==> config.mk <==
export PLATFORM = sky130hd
export DESIGN_NAME = qpn_sqrt
export DESIGN_NICKNAME = d
export VERILOG_FILES = /design/src/sv/qpn_pkg.sv /design/src/sv/qpn_sqrt.sv
export SDC_FILE = /design/constraint.sdc
export NUM_CORES = 2
export LEC_CHECK = 0
export ABC_AREA = 1
export BUFFER_PORTS_ARGS = -buffer_cell sky130_fd_sc_hd__buf_2
export CAP_MARGIN = 20
export CORE_UTILIZATION = 45
export CTS_BUF_LIST = sky130_fd_sc_hd__clkbuf_8
export CTS_CLUSTER_DIAMETER = 200
export CTS_CLUSTER_SIZE = 30
export DETAILED_ROUTE_END_ITERATION = 8
export GPL_ROUTABILITY_DRIVEN = 0
export HOLD_SLACK_MARGIN = 0.12
export PLACE_DENSITY = 0.62
export SLEW_MARGIN = 20
export SYNTH_ARGS = -nofsm -noshare
export SYNTH_HDL_FRONTEND = slang
export SYNTH_SLANG_ARGS = --single-unit
==> constraint.sdc <==
create_clock -name clk_i -period 2.51 [get_ports clk_i]
set_input_delay 0.1255 -clock clk_i [delete_from_list [all_inputs] [get_ports clk_i]]
set_output_delay 0.1255 -clock clk_i [all_outputs]
set_load 0.02 [all_outputs]
==> src/sv/qpn_pkg.sv <==
// Shared widths, payload types and sign table for the normalized quaternion product.
// No dependencies; every other file refers to it by scoped names.
package qpn_pkg;

  localparam int CompWidth = 32;
  localparam int FracBits  = 29;
  localparam int NumComp   = 4;

  // Exact product and norm widths
  localparam int ProdW = 2 * CompWidth;
  localparam int SumW  = ProdW + 2;
  localparam int MagW  = SumW - 1;
  localparam int LoW   = CompWidth;
  localparam int HiW   = MagW - LoW;
  localparam int SqW   = 2 * MagW;
  localparam int NormW = SqW + 2;

  // Quotient r^2 * 4^(F+1) / S, its square root and the rounded result
  localparam int QuoW  = 2 * FracBits + 3;
  localparam int RootW = FracBits + 2;
  localparam int RadW  = 2 * RootW;
  localparam int RemW  = RootW + 3;
  localparam int ResW  = FracBits + 1;
  localparam int OutW  = (ResW + 1 > CompWidth) ? ResW + 1 : CompWidth;

  // Pipeline depths
  localparam int ProdLat = 5;
  localparam int SideLat = QuoW + RootW;
  localparam int TotLat  = ProdLat + SideLat + 1;

  typedef logic signed [CompWidth-1:0] comp_t;
  typedef logic [SqW-1:0]   sq_t;
  typedef logic [NormW-1:0] norm_t;
  typedef logic [QuoW-1:0]  quo_t;
  typedef logic [RootW-1:0] root_t;

  // Per-item sideband that rides beside the lanes
  typedef struct packed {
    logic               degen;
    logic [NumComp-1:0] neg;
  } side_t;

  // Bit j of row i set: term p_j * q_(i^j) is subtracted in component i
  localparam logic [NumComp-1:0] QNeg [NumComp] = '{4'b1110, 4'b1000, 4'b0010, 4'b0100};

endpackage

==> src/sv/qpn_sqrt.sv <==
// Digit-by-digit integer square root, one root bit per stage.
// Depends on qpn_pkg.
module qpn_sqrt (
  input  logic           clk_i,
  input  logic           rst_ni,
  input  logic           vld_i,
  input  qpn_pkg::quo_t  rad_i,
  output logic           vld_o,
  output qpn_pkg::root_t root_o
);

  logic [qpn_pkg::RadW-1:0] rad_q  [qpn_pkg::RootW];
  logic [qpn_pkg::RemW-1:0] rem_q  [qpn_pkg::RootW];
  qpn_pkg::root_t           root_q [qpn_pkg::RootW];
  logic                     vld_q  [qpn_pkg::RootW];

  for (genvar k = 0; k < qpn_pkg::RootW; k++) begin : g_stage
    logic [qpn_pkg::RadW-1:0] rad_s;
    logic [qpn_pkg::RemW-1:0] rem_s, cur, trial;
    qpn_pkg::root_t           root_s;
    logic                     vld_s;
    logic                     take;

    if (k == 0) begin : g_first
      assign rad_s  = qpn_pkg::RadW'(rad_i);
      assign rem_s  = '0;
      assign root_s = '0;
      assign vld_s  = vld_i;
    end else begin : g_next
      assign rad_s  = rad_q[k-1];
      assign rem_s  = rem_q[k-1];
      assign root_s = root_q[k-1];
      assign vld_s  = vld_q[k-1];
    end

    // bring down the next two radicand bits and try root*4+1
    assign cur   = {rem_s[qpn_pkg::RemW-3:0], rad_s[qpn_pkg::RadW-1-2*k -: 2]};
    assign trial = qpn_pkg::RemW'({root_s, 2'b01});
    assign take  = cur >= trial;

    always_ff @(posedge clk_i or negedge rst_ni) begin
      if (!rst_ni) begin
        vld_q[k] <= 1'b0;
      end else begin
        vld_q[k] <= vld_s;
      end
    end

    always_ff @(posedge clk_i) begin
      rad_q[k]  <= rad_s;
      rem_q[k]  <= take ? cur - trial : cur;
      root_q[k] <= {root_s[qpn_pkg::RootW-2:0], take};
    end
  end

  assign vld_o  = vld_q[qpn_pkg::RootW-1];
  assign root_o = root_q[qpn_pkg::RootW-1];

endmodule

==> metrics.txt <==
# TYPE chip_impl_metric gauge
chip_impl_metric{name="port_buffers",unit=""} 95
chip_impl_info{name="timing.setup.critical_path_class",value="register to register"} 1
chip_impl_metric{name="nNetsFinal",unit=""} 15760
chip_impl_info{name="crit_path_frequent_cell",value="nand2_1"} 1
chip_impl_metric{name="worst_rel_slew_slack",unit="%"} 48.15
chip_impl_metric{name="worst_ir_drop_vdd",unit="uV"} 613.8
chip_impl_metric{name="power.leakage",unit="nW"} 61.75
chip_impl_metric{name="dr_wl_met3",unit="mm"} 17.43
chip_impl_metric{name="via_count_of_the_first_global_routing_pass",unit=""} 80960
chip_impl_metric{name="yosys_warnings",unit=""} 0
chip_impl_metric{name="num_rows",unit=""} 177
chip_impl_metric{name="synth_seq_area_share",unit="%"} 45.15
chip_impl_metric{name="core_area",unit="um^2"} 232300
chip_impl_info{name="most_common_library_cell_in_the_layout_ignoring_fill_and_taps",value="nand2_1"} 1
chip_impl_metric{name="dieWidth",unit="um"} 485.3
chip_impl_metric{name="pwr_density_cell",unit="nW/um^2"} 820.4
chip_impl_metric{name="cts.reportedPaths.clkPinSlew",unit="ns"} 0.17
chip_impl_metric{name="final_period_minus_worst_setup_slack",unit="ns"} 2.418
chip_impl_info{name="hold_path_class",value="register to register"} 1
chip_impl_metric{name="drv_slew",unit=""} 0
chip_impl_metric{name="cp_data_arrival_time",unit="ns"} 3.22
chip_impl_metric{name="worst_path_largest_cell_delay",unit="ns"} 0.43
chip_impl_metric{name="dr_wl_met2",unit="mm"} 124.6
chip_impl_metric{name="dp_hpwl",unit="mm"} 229.1
chip_impl_metric{name="drt_pass1_iterations",unit=""} 7
chip_impl_info{name="crit_path_start_kind",value="register"} 1
chip_impl_metric{name="finalCritPeriodShare",unit="%"} 96.35
chip_impl_metric{name="ys_types",unit=""} 57
chip_impl_metric{name="initial_core_util",unit="%"} 45.25
chip_impl_metric{name="placed_cells_incl_taps",unit=""} 17990
chip_impl_metric{name="dieArea",unit="um^2"} 235500
chip_impl_metric{name="routedWlPerCell",unit="um"} 15.35
chip_impl_metric{name="drt-met1-wl",unit="mm"} 130.0
chip_impl_metric{name="max_clock_freq",unit="GHz"} 0.4135
chip_impl_metric{name="synth_cells",unit=""} 14720
chip_impl_metric{name="overflow",unit=""} 0
chip_impl_metric{name="pin_count_of_the_biggest_net_entering_global_routing",unit=""} 45
chip_impl_info{name="timing.critical_path.slowest_stage_cell",value="dfxtp_1"} 1
chip_impl_metric{name="avgViaCountPerCell",unit=""} 4.829
chip_impl_metric{name="first_pass_grt_wire_length",unit="mm"} 438.8
chip_impl_metric{name="tightest_slew",unit="ns"} 0.7744
chip_impl_metric{name="tritoncts.num_buffers",unit=""} 88
chip_impl_metric{name="ioPinCount",unit=""} 96
chip_impl_metric{name="mappedNetlistNets",unit=""} 15310
chip_impl_metric{name="drive_above_1_share",unit="%"} 4.223
chip_impl_metric{name="cts_htree_levels",unit=""} 3
chip_impl_metric{name="drt-initial-drc-count",unit=""} 7581
chip_impl_metric{name="cts_buffer_depth",unit=""} 3
chip_impl_metric{name="grt_util_all_layers",unit="%"} 23.26
chip_impl_info{name="netlist.top_cell.by_area",value="dfxtp_1"} 1
chip_impl_metric{name="postCtsSetupRepairBufs",unit=""} 0
chip_impl_metric{name="die-height",unit="um"} 485.3
chip_impl_metric{name="post-route-drc-count",unit=""} 0
chip_impl_metric{name="synth-seq-cells",unit=""} 2363
chip_impl_metric{name="ant_nets",unit=""} 0
chip_impl_metric{name="synth-async-reset-ratio",unit="%"} 1.312
chip_impl_metric{name="synth_area",unit="um^2"} 105100
chip_impl_metric{name="worstPathMaxFanout",unit=""} 10
chip_impl_metric{name="vias",unit=""} 88050
chip_impl_info{name="cp_cell_sequence",value="inv_1 > ha_1 > nand2_1 > nor2_1 > inv_1 > nor3_1 > nand2_1 > nand2_2 > inv_2 > nand2_1 > nand2_1"} 1
chip_impl_metric{name="finalHoldViolCount",unit=""} 0
chip_impl_metric{name="area_growth_syn_to_layout",unit="%"} 8.022
chip_impl_info{name="clockRootBuffer",value="clkbuf_8"} 1
chip_impl_metric{name="synth-edff-count",unit=""} 0
chip_impl_info{name="layout_common_cells",value="5014 x nand2_1, 2593 x inv_1, 2312 x dfxtp_1, 1214 x nor2_1, 728 x nand3_1"} 1
chip_impl_info{name="synth_top_flop_cell",value="dfxtp_1"} 1
chip_impl_metric{name="synth.top_cell.area_share",unit="%"} 44.41
chip_impl_info{name="post_synth_main_area_contributors",value="dfxtp_1 44%, nand2_1 18%, inv_1 9.2%"} 1
chip_impl_metric{name="instances_no_fill",unit=""} 18230
chip_impl_metric{name="count_of_maximum_capacitance_violations",unit=""} 0
chip_impl_info{name="run_status",value="complete, no violations"} 1
chip_impl_info{name="cts_tree",value="done"} 1
chip_impl_metric{name="cts.sinks",unit=""} 2363
chip_impl_info{name="dr.max_layer_used",value="met5"} 1
chip_impl_metric{name="antenna_found_initial",unit=""} 8
chip_impl_metric{name="worst_skew_pair.late_latency",unit="ns"} 1.00
chip_impl_metric{name="timing.final.setup_violations",unit=""} 0
chip_impl_metric{name="final_core_utilization",unit="%"} 48.88
chip_impl_info{name="end_kind",value="register"} 1
chip_impl_metric{name="worst_path_required",unit="ns"} 3.31
chip_impl_metric{name="finalClockSkew",unit="ns"} 0.1022
chip_impl_metric{name="average_cell_area_after_synthesis",unit="um^2"} 7.140
chip_impl_metric{name="wirelength",unit="mm"} 279.8
==> metal layers <==
metal	GRT usage, %	vias to the layer above
met5	0	-
met4	6.209	4
met3	2.773	377
met2	38.02	2500
met1	32.27	39380
li1	-	45790
==> per-stage QoR <==
stage	total power, W	setup WS, ns	hold slack, ns	cell area (um^2)	setup TNS, ns
floorplan	0.06862	0.5966	-0.1701	105100	0
global placement	0.07910	-0.06645	0.1903	110800	-0.1158
detailed placement	0.07919	-0.07145	0.1844	110800	-0.1079
CTS	0.09355	0.01192	0.1880	113400	0
global route	0.09967	-0.0008336	0.2246	113500	-0.001495
finish	0.09316	0.09166	0.2919	113600	0
==> kinds of logic (layout without fill, tap and decap cells) <==
logic type                 Yosys count  in the layout  share of synthesized area, %
AOI/OAI and AO/OA                 1049           1049                         5.320
xor gates and xnor gates           380            380                         3.166
adders and majority gates          525            525                         6.249
buffers and inverters             2740           3195                         10.15
DFF                               2363           2363                         45.15
other                                1             11                      0.003567
and+or+nand+nor                   7665           7665                         29.96
==> layout make-up <==
class	count	area, um^2
Clock inverter	9	67.56
Inverter	2611	9828
Tap cell	3043	3807
Sequential cell	2363	47490
Multi-Input combinational cell	9620	47070
Antenna cell	10	25.02
Fill cell	23390	118800
Timing Repair Buffer	485	4029
Clock buffer	90	1239
==> critical path, delay by kind of cell (launching register included) <==
kind                       cells  cell delay [ns]
adders and majority gates      1             0.40
buffers and inverters          3             0.34
DFF                            1             0.43
and+or+nand+nor                7             1.12
==> sequential cells by signal, summed over array words and instances, names as in the netlist <==
name           cells
rad_q            930
rem_q            906
root_q           496
g_stage.vld_s     30
vld_o              1
==> cells in the mapped netlist, types with 6 or more instances <==
master    instances
buf_2            65
inv_2            18
nor3_2            8
nand3b_1        118
buf_6            25
nand3_2           9
nand2_2          13
a21o_1           12
dfxtp_1        2332
nor3_1          186
o21ai_2          11
nand3_1         731
and2_1           23
a21boi_0          9
a21oi_2           6
nand4_1         212
nand2_1        5017
buf_4            26
xor2_1          246
dfrtp_1          31
ha_1            525
or2_2            38
o21bai_1         52
nor4_1           23
o21ai_0         299
nor3b_1          10
clkbuf_1          7
o21a_1            9
nor2_2           26
o21ai_1          58
xnor2_1         134
nor2_1         1220
and3_1           15
o211ai_1          7
inv_1          2589
a21oi_1         577
==> worst paths after layout <==
| kind | start | end | slack (ns) | cells past startpoint |
|---|---|---|---|---|
| min reg2reg | rad_q[23][8] | rad_q[24][8] | 0.29 | 0 |
| max | root_q[1][302] | rem_q[1][343] | 0.09 | 11 |
| min | rad_q[23][8] | rad_q[24][8] | 0.29 | 0 |
| max in group asynchronous | rst_ni | g_stage[20].vld_s | 1.60 | 5 |
| min in group asynchronous | rst_ni | g_stage[1].vld_s | 0.74 | 5 |
| max reg2reg | root_q[1][302] | rem_q[1][343] | 0.09 | 11 |
==> where the power goes <==
group | leakage [nW] | total, W | internal, W | switching (W)
clock | 0.691 | 0.0141 | 0.00331 | 0.0107
sequential | 19.9 | 0.0494 | 0.0438 | 0.00559
combinational | 41.2 | 0.0297 | 0.0103 | 0.0194
total | 61.7 | 0.0932 | 0.0575 | 0.0357
==> what timing repair did <==
action,CTS,global route
endpoints found under the setup margin,3,200
hold buffers,128,0
endpoints found under the hold margin,93,0
gates resized for setup,5,56
(Power assumes the default switching activity.)
